==> src/rtl/md5_pkg.sv <==
// Shared types, step constants and step tables for the MD5 compression pipeline.
package md5_pkg;

  localparam int unsigned NUM_STEPS = 64;
  localparam int unsigned NUM_WORDS = 16;
  localparam int unsigned WORD_W    = 32;
  localparam int unsigned IN_W      = 640;
  localparam int unsigned OUT_W     = 128;

  typedef logic [WORD_W-1:0] word_t;

  // Contents of one cell of the round chain: the working words, the message
  // block and the incoming chaining value, which rides along for the final add.
  typedef struct packed {
    logic                       valid;
    word_t [NUM_WORDS-1:0]      msg;
    word_t                      ha;
    word_t                      hb;
    word_t                      hc;
    word_t                      hd;
    word_t                      a;
    word_t                      b;
    word_t                      c;
    word_t                      d;
  } cell_data_t;

  // Additive constant of each step.
  localparam word_t STEP_K [NUM_STEPS] = '{
    32'hd76aa478, 32'he8c7b756, 32'h242070db, 32'hc1bdceee,
    32'hf57c0faf, 32'h4787c62a, 32'ha8304613, 32'hfd469501,
    32'h698098d8, 32'h8b44f7af, 32'hffff5bb1, 32'h895cd7be,
    32'h6b901122, 32'hfd987193, 32'ha679438e, 32'h49b40821,
    32'hf61e2562, 32'hc040b340, 32'h265e5a51, 32'he9b6c7aa,
    32'hd62f105d, 32'h02441453, 32'hd8a1e681, 32'he7d3fbc8,
    32'h21e1cde6, 32'hc33707d6, 32'hf4d50d87, 32'h455a14ed,
    32'ha9e3e905, 32'hfcefa3f8, 32'h676f02d9, 32'h8d2a4c8a,
    32'hfffa3942, 32'h8771f681, 32'h6d9d6122, 32'hfde5380c,
    32'ha4beea44, 32'h4bdecfa9, 32'hf6bb4b60, 32'hbebfbc70,
    32'h289b7ec6, 32'heaa127fa, 32'hd4ef3085, 32'h04881d05,
    32'hd9d4d039, 32'he6db99e5, 32'h1fa27cf8, 32'hc4ac5665,
    32'hf4292244, 32'h432aff97, 32'hab9423a7, 32'hfc93a039,
    32'h655b59c3, 32'h8f0ccc92, 32'hffeff47d, 32'h85845dd1,
    32'h6fa87e4f, 32'hfe2ce6e0, 32'ha3014314, 32'h4e0811a1,
    32'hf7537e82, 32'hbd3af235, 32'h2ad7d2bb, 32'heb86d391
  };

  // Left rotate amount of a step.
  function automatic int unsigned rot_amount(int unsigned step);
    int unsigned r;
    r = 7;
    case ((step / 16) * 4 + (step % 4))
      0:  r = 7;
      1:  r = 12;
      2:  r = 17;
      3:  r = 22;
      4:  r = 5;
      5:  r = 9;
      6:  r = 14;
      7:  r = 20;
      8:  r = 4;
      9:  r = 11;
      10: r = 16;
      11: r = 23;
      12: r = 6;
      13: r = 10;
      14: r = 15;
      15: r = 21;
      default: r = 7;
    endcase
    return r;
  endfunction

  // Message word taken by a step.
  function automatic int unsigned msg_index(int unsigned step);
    int unsigned idx;
    idx = 0;
    case (step / 16)
      0:       idx = step % 16;
      1:       idx = (5 * step + 1) % 16;
      2:       idx = (3 * step + 5) % 16;
      default: idx = (7 * step) % 16;
    endcase
    return idx;
  endfunction

endpackage

==> src/rtl/md5_out_skid.sv <==
// Final chaining add and output register with a skid stage.
module md5_out_skid (
  input  logic                              clk,
  input  logic                              rst,
  input  md5_pkg::cell_data_t               din,
  output logic                              run,
  output logic                              m_tvalid,
  input  logic                              m_tready,
  output logic [md5_pkg::OUT_W-1:0]         m_tdata
);

  logic [md5_pkg::OUT_W-1:0] sum_data;
  logic [md5_pkg::OUT_W-1:0] skid_data;
  logic                      skid_valid;

  // Chaining value plus working words, word A in the lowest bits.
  assign sum_data = {din.hd + din.d, din.hc + din.c, din.hb + din.b, din.ha + din.a};

  // The round chain runs while the skid stage is empty.
  assign run = !skid_valid;

  // Control: output register valid and skid valid.
  always_ff @(posedge clk) begin
    if (rst) begin
      m_tvalid   <= 1'b0;
      skid_valid <= 1'b0;
    end else if (!m_tvalid || m_tready) begin
      if (skid_valid) begin
        m_tvalid   <= 1'b1;
        skid_valid <= 1'b0;
      end else begin
        m_tvalid <= din.valid;
      end
    end else if (din.valid && run) begin
      skid_valid <= 1'b1;
    end
  end

  // Payload registers.
  always_ff @(posedge clk) begin
    if (!m_tvalid || m_tready) begin
      m_tdata <= skid_valid ? skid_data : sum_data;
    end else if (run) begin
      skid_data <= sum_data;
    end
  end

endmodule

==> config.mk <==
export PLATFORM = sky130hd
export DESIGN_NAME = md5_out_skid
export DESIGN_NICKNAME = d
export VERILOG_FILES = /design/src/rtl/md5_pkg.sv /design/src/rtl/md5_out_skid.sv
export SDC_FILE = /design/constraint.sdc
export NUM_CORES = 1
export LEC_CHECK = 0
export BUFFER_PORTS_ARGS = -buffer_cell sky130_fd_sc_hd__buf_2
export CORE_AREA = 4 4 347 349
export DETAILED_ROUTE_END_ITERATION = 8
export DIE_AREA = 0 0 351 353
export GPL_TIMING_DRIVEN = 0
export PLACE_DENSITY = 0.39
export SKIP_CTS_REPAIR_TIMING = 1
export SLEW_MARGIN = 0
export SYNTH_ARGS = -nofsm -noshare
export SYNTH_HDL_FRONTEND = slang
export SYNTH_SLANG_ARGS = --single-unit
==> constraint.sdc <==
create_clock -name clk -period 13 [get_ports clk]
set_input_delay 1.3 -clock clk [delete_from_list [all_inputs] [get_ports clk]]
set_output_delay 1.3 -clock clk [all_outputs]
set_load 0.03 [all_outputs]
==> results of run 1 <==
[critical path: stages, from the launching register on]
cell and delay (ns):
dfxtp_1 0.51, clkbuf_1 0.80, clkinv_1 0.93, clkbuf_1 0.74, buf_2 0.41
[cell usage in the layout (no fill, tap or decap), types with 46 or more instances in the layout]
cell and n:
ha_1 124, xor2_1 46, xnor2_1 60, nor2_1 48
buf_2 394, a21o_1 55, edfxtp_1 256, a21oi_1 115
nand2_1 193, o21ai_0 145
[registers in the layout (all words and copies together), names as in the netlist]
name / flops
skid_data: 128
skid_valid: 1
m_tvalid: 1
m_tdata: 128
[where the power goes]
part	total (mW)	switching (mW)	internal (mW)	leakage, nW
Sequential	1.11	0.0378	1.08	2.52
Clock	1.03	0.415	0.614	0.587
Combinational	0.838	0.586	0.252	4.80
[metal layers]
| layer | up-vias | track usage [%] | share of wire, % | routed length (um) |
|---|---|---|---|---|
| li1 | 6156 | - | - | - |
| met1 | 6152 | 14.4 | 46 | 31700 |
| met2 | 373 | 16.9 | 44 | 30200 |
| met3 | 93 | 3.66 | 8.3 | 5740 |
| met4 | 20 | 2.41 | 2.1 | 1450 |
| met5 | - | 0 | 0.19 | 132 |
[metrics by stage]
stage	hold WS (ns)	area [um2]
2_1_floorplan	0.504	15200
6_report	0.553	20400
5_1_grt	0.577	20400
3_5_place_dp	0.542	19200
4_1_cts	0.558	20400
3_3_place_gp	0.530	19100
[area by class of cell]
| cell class | instances | area (um2) | area share [%] |
|---|---|---|---|
| Tap cell | 1536 | 1920 | 9.42 |
| Buffer | 48 | 186 | 0.913 |
| Timing Repair Buffer | 393 | 2040 | 10.0 |
| Inverter | 23 | 93.8 | 0.460 |
| Antenna cell | 4 | 10.0 | 0.0490 |
| Clock buffer | 39 | 912 | 4.47 |
| Sequential cell | 258 | 7730 | 37.9 |
| Multi-Input combinational cell | 1065 | 7230 | 35.4 |
| Clock inverter | 23 | 288 | 1.41 |
[path summary, 6_finish.rpt]
check             depth (start not counted)  slack [ns]           to
setup / recovery                          4        7.71          run
hold / removal                            2        0.55  m_tdata[84]
setup reg to reg                          6        8.64  m_tdata[53]
hold reg to reg                           2        0.55  m_tdata[84]
[cell families (layout without fill, tap and decap cells)]
kind of cell	Yosys count	after routing	share of synthesized area (%)
muxes	16	16	1.18
AOI/OAI and AO/OA	445	445	18.2
xor gates and xnor gates	106	106	6.10
DFF	258	258	50.8
other	0	4	0
buffers and inverters	71	526	1.78
adders and majority gates	128	128	10.7
and+or+nand+nor	370	370	11.2
==> results.yml, run 1 <==
route:
  wl_per_cell_um: 20.4
  remaining_drc_errors: 0
  route.vias.total: 12800
  viasPerCell: 3.78
  final_antenna_net_count: 0
  wl_um: 69200
  drt_pass1_iterations: 5
  drt_iter0_markers: 817
yosys:
  ys_ff_latch: 258
  synth_top_area_share_pct: 50.5
  synth.distinct_cells: 78
  synth-seq-area-share_pct: 50.8
  synthTopCellsByArea: "edfxtp_1, ha_1, o21ai_0"
  yosys.area.top_type: "edfxtp_1"
  async_flop_share_pct: 0
  synthCells: 1394
  synth_nets: 2294
  synth.most_common_cell: "edfxtp_1"
  synth-edff-count: 256
  synth.avg_cell_area_um2: 10.9
  yosys_warnings: 0
  ys_top_cells_by_count: "edfxtp_1, nand2_1, o21ai_0"
  synth_flop_cell: "edfxtp_1"
  syn_area_mm2: 0.0152
timing:
  tns_ns: 0
  worst_slew_pin_slew_ns: 1.34
  fmax_mhz: 189
  setup_violations: 0
  slew_headroom_pct: 10.8
  hold_viol_final: 0
  slew_viol_final: 0
  min_period_ns: 5.29
  min_period_over_period_pct: 40.7
  finalClockSkew_ns: 0.0151
  layout_setup_ws_ns: 7.71
  rsz0062_at_grt: "false"
global_route:
  grt_usage_pct: 10.8
  grt_overflow: 0
  grt_max_degree: 77
  grt_pass1_wl_um: 96900
  grt_pass1_vias: 13100
  antenna_found_initial: 22
die:
  core-area_mm2: 0.117
  start_util_pct: 13.0
  dieArea_mm2: 0.124
  io_pins: 902
  die_y_um: 353
  die_x_um: 351
  row_count: 126
placement:
  numPlacedInstances: 3323
  place_hpwl_um: 55900
  place_congestion: 0.805
  place_ws_ns: 7.83
  io_buffers: 389
cts:
  cts-buffers-inserted: 36
  clk_latency_ns: 0.56
  ctsHtreeMaxLevel: 2
  cts_sinks: 258
  path_clk_slew_ns: 0.06
  root_buffer: "clkbuf_16"
  tritoncts: "built"
  ctsLongestPathBuffers: 3
critical_path:
  cp-startpoint: "skid_valid"
  worstSetupPathType: "reg -> out"
  cp.arrival_ns: 3.99
  crit_fanout: 10
  r2r-start: "skid_valid"
  start_kind: "flip-flop"
  endpoint_kind: "output pin"
  required_ns: 11.70
power:
  p_total_mw: 2.98
  peakVddDrop_v: 0.0000850
  pwr_density_cell_mw_per_mm2: 146
  p_leak_nw: 7.91
layout:
  fill_cells: 13100
  fin_cells: 3389
  drive_gt1_share_pct: 26.7
  utilization_pct: 17.4
  nets: 2725
  syn_to_final_growth_pct: 34.1
job:
  maxCapViolCount: 0
hold_path:
  hp-class: "reg -> reg"
  min-delay-start: "skid_data[84]"
outcome:
  outcome: "completed"
No activity file was read; power rests on OpenSTA's default activity.
==> run 2: changes to the inputs <==
Settings changed: CORE_AREA 4 4 347 349 to 4 4 348 350, DIE_AREA 0 0 351 353 to 0 0 352 354.
Clock period 13 ns to 5.31 ns, I/O delays scaled along.
==> run 2 against run 1 <==
Worst hold slack lost 0.41 ns. Power grew 150%. First-iteration DRC count is 17% lower. Critical endpoint unchanged. Setup slack worse by 7.1 ns. Clock skew up 0.020 ns. Die area is 0.57% higher. Cell area is 0.36% higher. Non-clock buffer count stayed put. Wire length rose by 0.35%.
==> results.yml, run 2 (same netlist as run 1, synthesis figures left out) <==
outcome:
  outcome: "completed"
die:
  die_y_um: 354
  io_pins: 902
  die_x_um: 352
  dieArea_mm2: 0.125
  start_util_pct: 12.9
  row_count: 126
  core-area_mm2: 0.118
cts:
  ctsHtreeMaxLevel: 2
  tritoncts: "built"
  root_buffer: "clkbuf_16"
  cts-buffers-inserted: 37
  clk_latency_ns: 0.56
  cts_sinks: 258
  path_clk_slew_ns: 0.06
  ctsLongestPathBuffers: 3
global_route:
  grt_pass1_wl_um: 97300
  grt_pass1_vias: 13200
  grt_usage_pct: 10.8
  grt_overflow: 0
  grt_max_degree: 68
  antenna_found_initial: 22
placement:
  place_hpwl_um: 55700
  numPlacedInstances: 3323
  place_congestion: 0.824
  place_ws_ns: 0.302
  io_buffers: 389
timing:
  min_period_over_period_pct: 88.1
  rsz0062_at_grt: "false"
  slew_viol_final: 0
  setup_violations: 0
  layout_setup_ws_ns: 0.635
  worst_slew_pin_slew_ns: 1.16
  holdWs_ns: 0.141
  finalClockSkew_ns: 0.0353
  min_period_ns: 4.68
  slew_headroom_pct: 22.6
  fmax_mhz: 214
  hold_viol_final: 0
critical_path:
  endpoint_kind: "output pin"
  required_ns: 4.78
  r2r-start: "skid_valid"
  reg2reg_depth: 6
  cp.arrival_ns: 4.14
  reg2reg_slack_ns: 0.81
  worstSetupPathType: "reg -> out"
  start_kind: "flip-flop"
  cp-startpoint: "skid_valid"
  cp-endpoint: "run"
  crit_fanout: 10
  r2r-end: "skid_data[89]"
route:
  drt_iter0_markers: 679
  drt_pass1_iterations: 6
  final_antenna_net_count: 0
  route.vias.total: 12700
  wl_um: 69400
  wl_per_cell_um: 20.5
  remaining_drc_errors: 0
  viasPerCell: 3.75
layout:
  layout_common_cells: "buf_2, edfxtp_1, nand2_1, o21ai_0, ha_1"
  syn_to_final_growth_pct: 34.6
  reg_top3: "m_tdata x128, skid_data x128"
  utilization_pct: 17.4
  fin_cells: 3390
  nets: 2726
  drive_gt1_share_pct: 26.5
  layout_commonest_cell: "buf_2"
job:
  maxCapViolCount: 0
power:
  pwr_density_cell_mw_per_mm2: 362
  peakVddDrop_v: 0.000213
  p_leak_nw: 7.94
hold_path:
  hp-class: "in -> reg"
## run 2: final cells by class
type | instances | area, um2
fillers | 13100 | 97300
clock inverters | 22 | 302
clock buffers | 43 | 968
diodes | 2 | 5.00
well taps | 1536 | 1920
plain buffers | 48 | 186
repair buffers | 393 | 2050
inverters | 23 | 93.8
flip-flops and latches | 258 | 7730
multi-input cells | 1065 | 7230
## run 2: critical path, stage by stage, from the launching register on
cell,delay [ns]
dfxtp_1,0.56
clkbuf_1,0.89
clkinv_1,1.02
clkbuf_1,0.68
buf_2,0.38
## run 2: worst min path at each step
| stage | from | end | slack, ns | cells after the start |
|---|---|---|---|---|
| after CTS | rst | m_tvalid | 0.08 | 2 |
| final | rst | m_tvalid | 0.14 | 2 |
| after detailed placement | skid_data[84] | skid_data[84] | 0.53 | 2 |
| after floorplan | skid_data[84] | m_tdata[84] | 0.50 | 2 |
| after global placement | skid_data[85] | skid_data[85] | 0.53 | 2 |
| after global routing | rst | m_tvalid | 0.10 | 2 |
## run 2: report_power, final
| group | total (mW) | internal [mW] | switching, mW |
|---|---|---|---|
| Combinational | 2.05 | 0.616 | 1.43 |
| Clock | 2.63 | 1.60 | 1.03 |
| Sequential | 2.73 | 2.64 | 0.0951 |
| Total | 7.41 | 4.86 | 2.55 |
## run 2: stage by stage
stage	power (mW)	setup TNS, ns	cell area, um2
global placement	4.88	-352.37	19100
finish	7.41	0	20500
floorplan	3.98	0	15200
global route	7.82	0	20500
detailed placement	4.85	0	19200
CTS	7.60	0	20500
## run 2: layer usage
metal  part of all wire (%)  GRT usage [%]
met1                     45           14.2
met2                     42           16.2
met5                   0.19              0
met4                    3.8           4.10
met3                    8.5           3.65
==> run 3: changes to the inputs <==
Settings changed: ABC_CLOCK_PERIOD_IN_PS set to 5310, CELL_PAD_IN_SITES_DETAIL_PLACEMENT set to 0, CELL_PAD_IN_SITES_GLOBAL_PLACEMENT set to 1, CORE_AREA 4 4 348 350 to 4 4 345 347, DIE_AREA 0 0 352 354 to 0 0 349 351, PLACE_DENSITY 0.39 to 0.47.
==> run 3 against run 2 <==
Power up 0.15%. Wire length up 2.4%. Cell area about the same. Maximum frequency up 2.8%. Setup slack better by 0.13 ns. Non-clock buffer count down 1. Global-route usage up 0.39 points. Critical endpoint is now m_tdata[53]. Highest routed layer unchanged.
==> results.yml, run 3 (same netlist as run 1, synthesis figures left out) <==
outcome:
  outcome: "completed"
timing:
  hold_viol_final: 0
  worst_slew_pin_slew_ns: 1.30
  tns_ns: 0
  min_period_over_period_pct: 85.6
  holdWs_ns: 0.135
  slew_headroom_pct: 13.2
  min_period_ns: 4.55
  fmax_mhz: 220
  setup_violations: 0
  finalClockSkew_ns: 0.0452
  rsz0062_at_grt: "false"
  slew_viol_final: 0
global_route:
  grt_overflow: 0
  grtUsageMet3_pct: 4.23
  use_met2_pct: 17.0
  antenna_found_initial: 34
  grt_pass1_wl_um: 97600
  grt_usage_pct: 11.2
  met1_usage_pct: 14.5
  grt_pass1_vias: 12800
  busiest_layer: "met2"
  grt_max_degree: 68
die:
  dieArea_mm2: 0.122
  start_util_pct: 13.1
  core-area_mm2: 0.116
  io_pins: 902
  die_y_um: 351
  die_x_um: 349
  row_count: 125
layout:
  layout_commonest_cell: "buf_2"
  syn_to_final_growth_pct: 34.5
  multiInputGateArea_mm2: 0.00723
  drive_gt1_share_pct: 26.7
  fill_cells: 13000
  nets: 2725
  seqCellArea_mm2: 0.00773
  reg_top3: "m_tdata x128, skid_data x128"
  utilization_pct: 17.7
  layout_common_cells: "buf_2, edfxtp_1, nand2_1, o21ai_0, ha_1"
cts:
  cts_sinks: 258
  clk_latency_ns: 0.57
  tritoncts: "built"
  path_clk_slew_ns: 0.06
  ctsHtreeMaxLevel: 2
  root_buffer: "clkbuf_16"
  cts-buffers-inserted: 37
  ctsLongestPathBuffers: 3
job:
  maxCapViolCount: 0
route:
  viasPerCell: 3.75
  remaining_drc_errors: 0
  drt_pass1_iterations: 5
  wl_per_cell_um: 21.0
  drt_iter0_markers: 696
  wl_um: 71100
  final_antenna_net_count: 0
  route.vias.total: 12700
power:
  pwr_density_cell_mw_per_mm2: 362
  p_total_mw: 7.42
  p_leak_nw: 7.93
  peakVddDrop_v: 0.000177
placement:
  place_congestion: 0.794
  place_hpwl_um: 57000
  io_buffers: 389
critical_path:
  crit_fanout: 10
  start_kind: "flip-flop"
  cp.arrival_ns: 4.82
  required_ns: 5.58
  worstSetupPathType: "reg -> reg"
  endpoint_kind: "flip-flop"
hold_path:
  hp-class: "in -> reg"
==> run 3: final timing paths <==
check,slack [ns],startpoint,cells past startpoint,endpoint
max,0.76,skid_valid,6,m_tdata[53]
min,0.13,rst,2,m_tvalid
max reg2reg,0.76,skid_valid,6,m_tdata[53]
min reg2reg,0.53,skid_data[121],2,m_tdata[121]
==> run 3: worst max-delay path, stage by stage (launching register included) <==
cell and delay (ns):
dfxtp_1 0.58, clkbuf_1 0.86, buf_1 0.85, clkbuf_2 0.64
clkbuf_1 1.01, nand2_1 0.11, o41ai_1 0.16
==> run 3: cell type report <==
cell class	count	share of cell area, %
tap	1524	9.31
antenna	11	0.134
sequential	258	37.7
clock inverter	25	1.61
buffer	48	0.923
clock buffer	41	4.60
timing repair buffer	392	9.91
multi-input combinational	1065	35.3
inverter	23	0.458
==> run 3: power by group <==
group	leakage [nW]	switching [mW]	total, mW	internal (mW)
Combinational	4.80	1.43	2.04	0.614
Sequential	2.52	0.0960	2.73	2.64
Clock	0.607	1.06	2.64	1.58
==> run 3: stage by stage <==
step	setup slack [ns]	instance area [um2]	std cells
after floorplan	0.745	15200	1394
after global placement	-2.85	19100	3307
after detailed placement	0.128	19200	3310
after CTS	0.0876	20400	3376
after global routing	0.126	20500	3378
final	0.762	20500	3387
==> run 3: metal layers <==
layer  up-vias  wire, um
met1      6039     32000
met4        28      2620
li1       6164         -
met2       356     30200
met5         -       175
met3       103      6130
