File: src/rtl/md5_pkg.sv
// Shared types, step constants and step tables for the MD5 compression pipeline.
package md5_pkg;

  localparam int unsigned NUM_STEPS = 64;
  localparam int unsigned NUM_WORDS = 16;
  localparam int unsigned WORD_W    = 32;
  localparam int unsigned IN_W      = 640;
  localparam int unsigned OUT_W     = 128;

  typedef logic [WORD_W-1:0] word_t;

  // Contents of one cell of the round chain: the working words, the message
  // block and the incoming chaining value, which rides along for the final add.
  typedef struct packed {
    logic                       valid;
    word_t [NUM_WORDS-1:0]      msg;
    word_t                      ha;
    word_t                      hb;
    word_t                      hc;
    word_t                      hd;
    word_t                      a;
    word_t                      b;
    word_t                      c;
    word_t                      d;
  } cell_data_t;

  // Additive constant of each step.
  localparam word_t STEP_K [NUM_STEPS] = '{
    32'hd76aa478, 32'he8c7b756, 32'h242070db, 32'hc1bdceee,
    32'hf57c0faf, 32'h4787c62a, 32'ha8304613, 32'hfd469501,
    32'h698098d8, 32'h8b44f7af, 32'hffff5bb1, 32'h895cd7be,
    32'h6b901122, 32'hfd987193, 32'ha679438e, 32'h49b40821,
    32'hf61e2562, 32'hc040b340, 32'h265e5a51, 32'he9b6c7aa,
    32'hd62f105d, 32'h02441453, 32'hd8a1e681, 32'he7d3fbc8,
    32'h21e1cde6, 32'hc33707d6, 32'hf4d50d87, 32'h455a14ed,
    32'ha9e3e905, 32'hfcefa3f8, 32'h676f02d9, 32'h8d2a4c8a,
    32'hfffa3942, 32'h8771f681, 32'h6d9d6122, 32'hfde5380c,
    32'ha4beea44, 32'h4bdecfa9, 32'hf6bb4b60, 32'hbebfbc70,
    32'h289b7ec6, 32'heaa127fa, 32'hd4ef3085, 32'h04881d05,
    32'hd9d4d039, 32'he6db99e5, 32'h1fa27cf8, 32'hc4ac5665,
    32'hf4292244, 32'h432aff97, 32'hab9423a7, 32'hfc93a039,
    32'h655b59c3, 32'h8f0ccc92, 32'hffeff47d, 32'h85845dd1,
    32'h6fa87e4f, 32'hfe2ce6e0, 32'ha3014314, 32'h4e0811a1,
    32'hf7537e82, 32'hbd3af235, 32'h2ad7d2bb, 32'heb86d391
  };

  // Left rotate amount of a step.
  function automatic int unsigned rot_amount(int unsigned step);
    int unsigned r;
    r = 7;
    case ((step / 16) * 4 + (step % 4))
      0:  r = 7;
      1:  r = 12;
      2:  r = 17;
      3:  r = 22;
      4:  r = 5;
      5:  r = 9;
      6:  r = 14;
      7:  r = 20;
      8:  r = 4;
      9:  r = 11;
      10: r = 16;
      11: r = 23;
      12: r = 6;
      13: r = 10;
      14: r = 15;
      15: r = 21;
      default: r = 7;
    endcase
    return r;
  endfunction

  // Message word taken by a step.
  function automatic int unsigned msg_index(int unsigned step);
    int unsigned idx;
    idx = 0;
    case (step / 16)
      0:       idx = step % 16;
      1:       idx = (5 * step + 1) % 16;
      2:       idx = (3 * step + 5) % 16;
      default: idx = (7 * step) % 16;
    endcase
    return idx;
  endfunction

endpackage

File: src/rtl/md5_cell.sv
// One MD5 step as a pipeline cell: computes the step and hands its words on.
module md5_cell #(
  parameter int unsigned STEP = 0
) (
  input  logic                clk,
  input  logic                rst,
  input  logic                run,
  input  md5_pkg::cell_data_t din,
  output md5_pkg::cell_data_t dout
);

  localparam int unsigned GROUP = STEP / 16;
  localparam int unsigned IDX   = md5_pkg::msg_index(STEP);
  localparam int unsigned ROT   = md5_pkg::rot_amount(STEP);
  localparam md5_pkg::word_t K  = md5_pkg::STEP_K[STEP];

  md5_pkg::word_t f;
  md5_pkg::word_t sum;
  md5_pkg::word_t rotated;
  md5_pkg::word_t nb;

  // Boolean function of this step's group.
  always_comb begin
    case (GROUP)
      0:       f = (din.b & din.c) | (~din.b & din.d);
      1:       f = (din.b & din.d) | (din.c & ~din.d);
      2:       f = din.b ^ din.c ^ din.d;
      default: f = din.c ^ (din.b | ~din.d);
    endcase
  end

  // Step sum, rotate and new B word.
  assign sum     = din.a + f + K + din.msg[IDX];
  assign rotated = (sum << ROT) | (sum >> (md5_pkg::WORD_W - ROT));
  assign nb      = din.b + rotated;

  // Valid bit and payload move one cell on whenever the chain runs.
  always_ff @(posedge clk) begin
    if (rst) begin
      dout.valid <= 1'b0;
    end else if (run) begin
      dout.valid <= din.valid;
    end
    if (run) begin
      dout.msg <= din.msg;
      dout.ha  <= din.ha;
      dout.hb  <= din.hb;
      dout.hc  <= din.hc;
      dout.hd  <= din.hd;
      dout.a   <= din.d;
      dout.b   <= nb;
      dout.c   <= din.b;
      dout.d   <= din.c;
    end
  end

endmodule

File: config.mk
export PLATFORM = sky130hd
export DESIGN_NAME = md5_cell
export DESIGN_NICKNAME = d
export VERILOG_FILES = /design/src/rtl/md5_pkg.sv /design/src/rtl/md5_cell.sv
export SDC_FILE = /design/constraint.sdc
export NUM_CORES = 1
export LEC_CHECK = 0
export ABC_AREA = 1
export BUFFER_PORTS_ARGS = -buffer_cell sky130_fd_sc_hd__clkbuf_2
export CAP_MARGIN = 10
export CELL_PAD_IN_SITES_DETAIL_PLACEMENT = 1
export CELL_PAD_IN_SITES_GLOBAL_PLACEMENT = 1
export CORE_AREA = 5 5 597 599
export DETAILED_ROUTE_END_ITERATION = 10
export DIE_AREA = 0 0 602 604
export PLACE_DENSITY = 0.3
export SLEW_MARGIN = 40
export SYNTH_ARGS = -nofsm -noshare
export SYNTH_HDL_FRONTEND = slang
export SYNTH_SLANG_ARGS = --single-unit
export TNS_END_PERCENT = 20
File: constraint.sdc
create_clock -name clk -period 4 [get_ports clk]
set_input_delay 0.4 -clock clk [delete_from_list [all_inputs] [get_ports clk]]
set_output_delay 0.4 -clock clk [all_outputs]
set_load 0.05 [all_outputs]
==> flow_summary.ini, run 1 <==
[outcome]
status = finished clean

[timing]
slew_viol_final = 0
finalSetupTns_ps = 0
finalCriticalPeriod_ps = 3876
timing.final.crit_share_pct = 96.91
rsz0062_at_grt = yes
finalHoldViolCount = 0
tightest_slew_ps = 873.6
finalSetupViolCount = 0
skew_ps = 0
max_freq_mhz = 258.0
slew_headroom_pct = 41.76

[worst_setup_path]
worst_setup_path_start_kind = primary input
crit_end = dout[88]
crit_start = din[91]
cp-end-kind = flop
arrival_ps = 4450
reg2reg_from = dout[768]
crit_fanout = 4
reg2reg_depth = 3
critPathKind = primary input to flop
reg2reg_to = dout[768]
required_ps = 4580
reg2reg_slack_ps = 2830

[die]
dieArea_um2 = 363600
io_pins = 1541
coreArea_um2 = 350800
start_util_pct = 8.229
num_rows = 218
die_h_um = 604
fp.dieW_um = 602

[grt]
grt_overflow = 0
grt_max_degree = 89
track_usage_pct = 12.58
grt_pass1_vias = 28420
antenna_found_initial = 93
grt_pass1_wl_um = 301700

[flow_run]
drv_cap = 0

[yosys]
synth-xor-area-share_pct = 1.123
yosysTopAreaCell = edfxtp_1
synth_top_family_by_area = simple AND/OR/NAND/NOR gates
synth_fa_ha_area_share_pct = 6.190
synth_area_leaders = edfxtp_1 (80%), ha_1 (3.9%), nand2_1 (3.9%)
syn_inst = 1754
syn_area_um2 = 28870
synth.distinct_cells = 32
synth-simple-area-share_pct = 6.411
syn_avg_cell_area_um2 = 16.46
synth_compound_area_share_pct = 2.050
synth_top_area_share_pct = 79.89
ys_ff_latch = 769
synth_mux_area_share_pct = 1.196
synth_nets = 2649
yosysWarnings = 0
seq_area_frac_synth_pct = 79.96

[routing]
drc = 0
vias = 26000
drt_iter0_drc = 1408
ant_nets = 0
wl_um = 239800
firstDrtPassIters = 6
routedWlPerCell_um = 26.09
via_per_inst = 2.829

[layout]
top_regs = dout (769)
multiInputGateArea_um2 = 5549
drive_gt1_share_pct = 47.52
layout.cells.non_filler = 9190
fin_util_pct = 16.12
syn_to_final_growth_pct = 95.91
regMostFlops = dout
largest_reg_flops = 769
fillers = 40340
final_area_um2 = 56550
layout.nets = 5344
regArea_um2 = 23080

[hold_path]
hp-class = primary input to flop

[pwr]
ir_drop_v = 0.0003941
totalPowerFinal_w = 0.03287
power_density_nw_per_um2 = 581.2
leakage_nw = 24.02

[clock_network]
clock_path_buffers = 4
cts.clk_slew.worst_paths_ps = 60
clock-root-buffer = clkbuf_16
numCtsBuffers = 110
cts_tree = built
clock-sinks = 769
h-tree-depth = 3
clock_latency_ps = 790

[place]
port_buffers = 1540
place.gp.congestion = 0.9438
dp.cells = 8219
hpwl_um = 207300
placed_area_um2 = 44770
==> logic make-up after synthesis <==
group,after synthesis
AOI/OAI and AO/OA,107
xor gates and xnor gates,37
adders and majority gates,123
buffers and inverters,236
DFF,769
muxes,33
and+or+nand+nor,449
==> repair_timing <==
item	CTS	global route
buffers inserted	0	2
endpoints found under the setup margin	24	24
resized for setup	30	111
endpoints found under the hold margin	735	0
pin swaps	7	14
hold buffers	736	0
==> worst max-delay path, cell delays in order <==
cell and delay (ps):
clkbuf_2 130, mux2_2 370, fa_2 360, inv_1 100, fa_1 440, inv_1 90, ha_1 270, inv_1 90
o21ai_0 150, a21oi_1 170, nand2_1 70, a21oi_1 180, nand2_1 80, nand2_1 80, nand2_2 120, ha_4 310
buf_4 110, nand2_1 130, nor2_2 190, nand2_1 70, o211ai_1 180, nand3_1 180, nand4_1 110, nand2_1 60
==> Yosys cell counts <==
cell type  count
edfxtp_1     768
nand2_1      297
inv_1        236
ha_1          90
nor2_1        68
a21oi_1       63
nand3_1       39
fa_1          33
xor2_1        30
o21ai_0       22
mux2i_1       21
nand4_1       13
mux2_2        12
nor3_1        10
o21bai_1      10
nand2_2        7
xnor2_1        7
nor2_2         6
a21o_1         3
o21a_1         3
a21oi_2        2
a31oi_1        2
and2_1         2
nand3b_1       2
dfxtp_1        1
nand3_2        1
nor2_4         1
nor3_2         1
nor3b_1        1
nor4_1         1
o211ai_1       1
o21ai_2        1
==> cells in the final DEF, fill, tap and decap left out, types with 27 or more instances in the layout <==
cell	n
clkbuf_2	1539
ha_1	69
clkbuf_16	110
buf_4	298
dlygate4sd3_1	736
edfxtp_1	768
nand2_2	29
nand2_1	270
diode_2	33
nand3_1	38
nor2_1	50
a21oi_1	39
inv_1	235
xor2_1	27
==> metal layers <==
metal | global-route usage [%] | vias to the layer above | share of wire (%)
met5 | 0 | - | 0.057
met3 | 3.584 | 293 | 6.7
met4 | 3.678 | 20 | 3.5
met2 | 24.04 | 1079 | 53
li1 | - | 11690 | -
met1 | 13.27 | 12920 | 36
==> worst min path at each step <==
stage	start	to	slack [ps]	cells after the start
after floorplan	rst	dout[768]	470	1
final	din[92]	dout[60]	80	2
after global placement	dout[768]	dout[768]	490	2
after detailed placement	dout[768]	dout[768]	520	2
after global routing	din[92]	dout[60]	50	2
after CTS	din[92]	dout[60]	10	2
==> metrics by stage <==
stage / hold slack [ps] / worst slack, ps
floorplan: 472.4 / 48.25
global placement: 489.7 / -1213
detailed placement: 520.8 / -1170
CTS: 11.48 / -3.702
global route: 45.01 / -65.72
finish: 81.09 / 123.7
==> area by class of cell <==
cell class / instances / share of cell area [%]
clock inverter: 76 / 1.531
antenna: 33 / 0.1460
tap: 4620 / 10.22
multi-input combinational: 749 / 9.812
clock buffer: 124 / 4.960
timing repair buffer: 2583 / 30.95
sequential: 769 / 40.81
inverter: 236 / 1.566
==> power by group <==
group          internal (W)  total (W)  switching, W
combinational       0.00413     0.0123       0.00816
sequential          0.00989     0.0103      0.000390
clock               0.00612     0.0103       0.00418
(Power assumes the default switching activity.)
==> run 2: changes to the inputs <==
Settings changed: ABC_AREA 1 to default, CORE_AREA 5 5 597 599 to 5 5 592 594, DIE_AREA 0 0 602 604 to 0 0 597 599.
==> run 2 against run 1 <==
Effect of this change:
- the flow now finishes with violations (negative setup slack)
- die area decreased by 1.7%
- maximum frequency fell by 16%
- global-route usage increased by 1.0 points
- critical path depth shrank 1
- critical endpoint is now dout[94]
- largest power group unchanged
==> flow_summary.ini, run 2 <==
[die]
dieArea_um2 = 357600
io_pins = 1541
start_util_pct = 8.229
die_h_um = 599
num_rows = 216
fp.dieW_um = 597
coreArea_um2 = 344600

[yosys]
ys_top_cells_by_count = edfxtp_1 (768), inv_1 (136), ha_1 (90)
synth.distinct_cells = 54
synthArstFlopShare_pct = 0
synth_nets = 2381
yosysTopAreaCell = edfxtp_1
syn_avg_cell_area_um2 = 19.08
syn_inst = 1486
seq_area_frac_synth_pct = 81.40
syn_area_um2 = 28360
ys_ff_latch = 769
synth_top_area_share_pct = 81.33
synth_edf_count = 768
synth_flop_cell = edfxtp_1
yosysWarnings = 0
synth_area_leaders = edfxtp_1 (81%), ha_1 (4.0%), fa_1 (2.3%)
yosysMostFrequentCell = edfxtp_1

[grt]
grtUsageMet2_pct = 24.41
grt_pass1_vias = 27280
antenna_found_initial = 125
grt_overflow = 0
grt_max_degree = 89
use_met3_pct = 4.106
track_usage_pct = 13.59
busiest_layer = met2
met1_usage_pct = 15.77
grt_pass1_wl_um = 313800

[timing]
timing.final.crit_share_pct = 115.7
slew_headroom_pct = 51.87
timing.final.ws_setup_ps = -626.5
slew_viol_final = 0
rsz0062_at_grt = yes
finalSetupViolCount = 27
tightest_slew_ps = 722.0
max_freq_mhz = 216.1
finalCriticalPeriod_ps = 4626
skew_ps = 0
finalHoldViolCount = 0

[layout]
final_area_um2 = 56210
layout.nets = 5065
fillers = 39280
top_regs = dout (769)
final_common_cell = clkbuf_2
layout_common_cells = clkbuf_2 (1537), edfxtp_1 (768), dlygate4sd3_1 (733), buf_4 (295), inv_1 (129)
drive_gt1_share_pct = 50.61
regArea_um2 = 23080
largest_reg_flops = 769
multiInputGateArea_um2 = 5435
regMostFlops = dout
syn_to_final_growth_pct = 98.23
layout.cells.non_filler = 8883

[clock_network]
clock-root-buffer = clkbuf_16
clock_path_buffers = 4
cts_tree = built
numCtsBuffers = 111
cts.clk_slew.worst_paths_ps = 60
clock_latency_ps = 780
h-tree-depth = 3
clock-sinks = 769

[pwr]
combPwrFrac_pct = 37.9
intPower_w = 0.02067
ir_drop_v = 0.0003194
p_seq_share_pct = 30.8
clkPwrFrac_pct = 31.3
leakage_nw = 23.23
p_sw_w = 0.01262
power_density_nw_per_um2 = 592.2
switching_share_pct = 37.91

[routing]
via_per_inst = 2.847
routedWlPerCell_um = 28.81
ant_nets = 0
firstDrtPassIters = 5
drc = 0
drt_iter0_drc = 1289
vias = 25290
wl_um = 255900

[place]
hpwl_um = 222300
port_buffers = 1540
dp.cells = 7892
placed_area_um2 = 44350
place.gp.congestion = 0.8630

[worst_setup_path]
required_ps = 4530
reg2reg_slack_ps = 2860
critPathKind = primary input to flop
reg2reg_from = dout[768]
arrival_ps = 5160
worst_setup_path_start_kind = primary input
cp-end-kind = flop
crit_fanout = 3
reg2reg_to = dout[768]
reg2reg_depth = 3

[flow_run]
drv_cap = 0

[hold_path]
hold_end = dout[49]
hp-start = din[81]
hold_depth = 2
hp-class = primary input to flop

[outcome]
status = finished with violations
violations = negative setup slack
==> run 2: worst max-delay path, stage by stage <==
cell and delay [ps]:
clkbuf_2 150, mux2i_4 250, fa_2 500, buf_4 160, inv_1 80, ha_4 200
ha_4 280, buf_4 120, nand3_2 100, buf_4 160, o41ai_4 420, o311ai_2 150
a21oi_2 210, a21oi_4 70, ha_4 190, fa_2 360, a211oi_2 240, nor2_2 80
a21o_1 210, a21bo_4 240, a2111oi_4 300, o21a_1 180, o311ai_1 110
==> run 2: how the worst max path moves through the flow <==
stage                       start        to  slack (ps)
after floorplan           din[65]  dout[94]        -960
after global placement    din[76]  dout[94]       -2080
after detailed placement  din[76]  dout[92]       -2010
after CTS                 din[66]  dout[89]        -620
after global routing      din[84]  dout[94]        -800
final                     din[82]  dout[94]        -630
==> run 2: power by group through the flow <==
stage               registers (W)  logic, W  clock network (W)
floorplan                  0.0130   0.00304                  0
global placement           0.0104    0.0115                  0
detailed placement         0.0104    0.0115                  0
CTS                        0.0103    0.0128             0.0110
global route               0.0103    0.0134             0.0112
finish                     0.0103    0.0126             0.0104
==> run 2: cells by family (layout without fill, tap and decap cells) <==
logic type / after synthesis / in the layout / share of synthesized area, %
buffers and inverters: 151 / 2923 / 1.999
AO/OA/AOI/OAI: 198 / 198 / 4.721
other: 0 / 47 / 0
multiplexers: 36 / 36 / 1.337
flip-flops: 769 / 769 / 81.40
XOR/XNOR: 49 / 49 / 1.513
adder cells (fa/ha/maj): 123 / 123 / 6.301
AND/OR/NAND/NOR: 160 / 160 / 2.731
==> run 2: metrics by stage <==
| step | power [W] | hold slack, ps | setup TNS (ps) | setup WS [ps] | util (%) |
|---|---|---|---|---|---|
| 6_report | 0.03329 | 73.90 | -12430 | -626.5 | 16.31 |
| 5_1_grt | 0.03498 | 21.70 | -17180 | -797.7 | 16.30 |
| 4_1_cts | 0.03404 | 6.759 | -12110 | -615.8 | 16.22 |
| 3_5_place_dp | 0.02190 | 507.5 | -53820 | -2010 | 12.87 |
| 3_3_place_gp | 0.02197 | 487.5 | -56370 | -2081 | 12.86 |
| 2_1_floorplan | 0.01607 | 472.4 | -16600 | -963.9 | - |
==> run 2: metal layers <==
metal	vias to the layer above	wire length [µm]
met5	-	425
li1	11130	-
met1	12710	101900
met2	1163	128800
met3	270	18240
met4	24	6561
==> run 2: timing repair <==
action | 4_1_cts | 5_1_grt
hold endpoints to repair | 741 | 0
pin swaps | 38 | 27
endpoints found under the setup margin | 31 | 29
hold buffers | 733 | 0
gates resized for setup | 96 | 33
setup buffers | 8 | 2
==> run 2: cell type report <==
class,instances,share of cell area [%]
flip-flops and latches,769,41.06
well taps,4578,10.19
repair buffers,2586,31.40
inverters,136,0.9081
clock buffers,124,5.028
diodes,47,0.2092
clock inverters,77,1.538
multi-input cells,566,9.669
==> run 3: changes to the inputs <==
Settings changed: SKIP_LAST_GASP from default to 1.
==> run 3 against run 2 <==
Effect of this change:
- the flow still finishes with violations (negative setup slack)
- maximum frequency rose by 0.31%
- non-clock buffer count down 2
- largest power group unchanged
- clock power about the same
- wire length hardly changed
- global-route usage about the same
==> flow_summary.ini, run 3 (same netlist as run 2, synthesis figures left out) <==
[outcome]
status = finished with violations
violations = negative setup slack

[place]
port_buffers = 1540
pre_cts_slack_ps = -2010
place.gp.congestion = 0.8630
dp.cells = 7892
hpwl_um = 222300

[layout]
drive_gt1_share_pct = 50.23
multiInputGateArea_um2 = 5350
fillers = 39290
layout.nets = 5063
syn_to_final_growth_pct = 97.83
layout.cells.non_filler = 8880
layout_common_cells = clkbuf_2 (1535), edfxtp_1 (768), dlygate4sd3_1 (733), buf_4 (294), inv_1 (128)
final_common_cell = clkbuf_2
regMostFlops = dout
regArea_um2 = 23080
largest_reg_flops = 769
top_regs = dout (769)

[worst_setup_path]
critPathKind = primary input to flop
required_ps = 4620
cp-end-kind = flop
crit_fanout = 3
path_buf_inv = 6
cp_common_cell = a21o_1
worst_setup_path_start_kind = primary input
arrival_ps = 5230
slowest_delay_ps = 540
crit_family = compound AO/OA/AOI/OAI gates
cp_slowest_cell = fa_2

[pwr]
power_density_nw_per_um2 = 589.9
ir_drop_v = 0.0003194
leakage_nw = 23.18

[clock_network]
clock-sinks = 769
clock_path_buffers = 4
cts_tree = built
clock_latency_ps = 780
numCtsBuffers = 111
cts.clk_slew.worst_paths_ps = 60
h-tree-depth = 3
clock-root-buffer = clkbuf_16

[grt]
grt_overflow = 0
grt_pass1_vias = 27270
antenna_found_initial = 125
use_met3_pct = 4.106
track_usage_pct = 13.59
grt_pass1_wl_um = 313700
busiest_layer = met2
met1_usage_pct = 15.77
grt_max_degree = 89
grtUsageMet2_pct = 24.41

[timing]
finalHoldViolCount = 0
timing.final.ws_setup_ps = -612.4
timing.final.crit_share_pct = 115.3
rsz0062_at_grt = yes
tightest_slew_ps = 721.4
skew_ps = 0
max_freq_mhz = 216.8
finalCriticalPeriod_ps = 4612
slew_viol_final = 0
slew_headroom_pct = 51.90
finalSetupViolCount = 27

[die]
start_util_pct = 8.229
io_pins = 1541
fp.dieW_um = 597
die_h_um = 599
dieArea_um2 = 357600
coreArea_um2 = 344600
num_rows = 216

[routing]
firstDrtPassIters = 5
drc = 0
wl_um = 255800
via_per_inst = 2.849
ant_nets = 0
drt_iter0_drc = 1305
routedWlPerCell_um = 28.81
vias = 25300

[flow_run]
drv_cap = 0

[hold_path]
hp-class = primary input to flop
==> run 3: power breakdown <==
group	total [W]	internal (W)	switching [W]	leakage, nW
logic	0.0124	0.00449	0.00792	13.9
registers	0.0103	0.00991	0.000351	7.52
clock network	0.0104	0.00617	0.00426	1.80
==> run 3: final timing paths <==
check	start	end	cells after the start	slack [ps]
max	din[66]	dout[93]	26	-610
min	din[81]	dout[49]	2	70
max reg2reg	dout[768]	dout[768]	3	2860
min reg2reg	dout[768]	dout[768]	3	1050
==> run 3: repair_timing <==
action                                 4_1_cts  5_1_grt
hold buffers                               733        0
pin swaps                                   34       23
setup buffers                                8        0
gates resized for setup                     78       34
cloned                                       0        0
setup endpoints to repair                   31       29
endpoints found under the hold margin      741        0
==> run 3: area by class of cell <==
cell class	instances	share of cell area (%)
timing repair buffer	2584	31.41
inverter	136	0.9100
clock buffer	124	5.038
tap	4578	10.21
clock inverter	77	1.541
antenna	46	0.2052
multi-input combinational	566	9.537
sequential	769	41.15
==> run 3: through the flow <==
stage	setup TNS [ps]	total power [W]	instance area [µm²]	utilization [%]	hold slack, ps
2_1_floorplan	-16600	0.01607	28480	-	472.4
3_3_place_gp	-56370	0.02197	44320	12.86	487.5
6_report	-12850	0.03309	56100	16.28	67.16
3_5_place_dp	-53820	0.02190	44350	12.87	507.5
4_1_cts	-13080	0.03392	55810	16.20	6.759
5_1_grt	-17640	0.03478	56060	16.27	21.70
==> run 3: metal layers <==
layer  share of wire, %  routed length (µm)  vias to the layer above
met5               0.16                 411                        -
met4                2.6                6567                       22
met3                7.2               18290                      269
met2                 50              128700                     1171
met1                 40              101900                    12710
li1                   -                   -                    11120
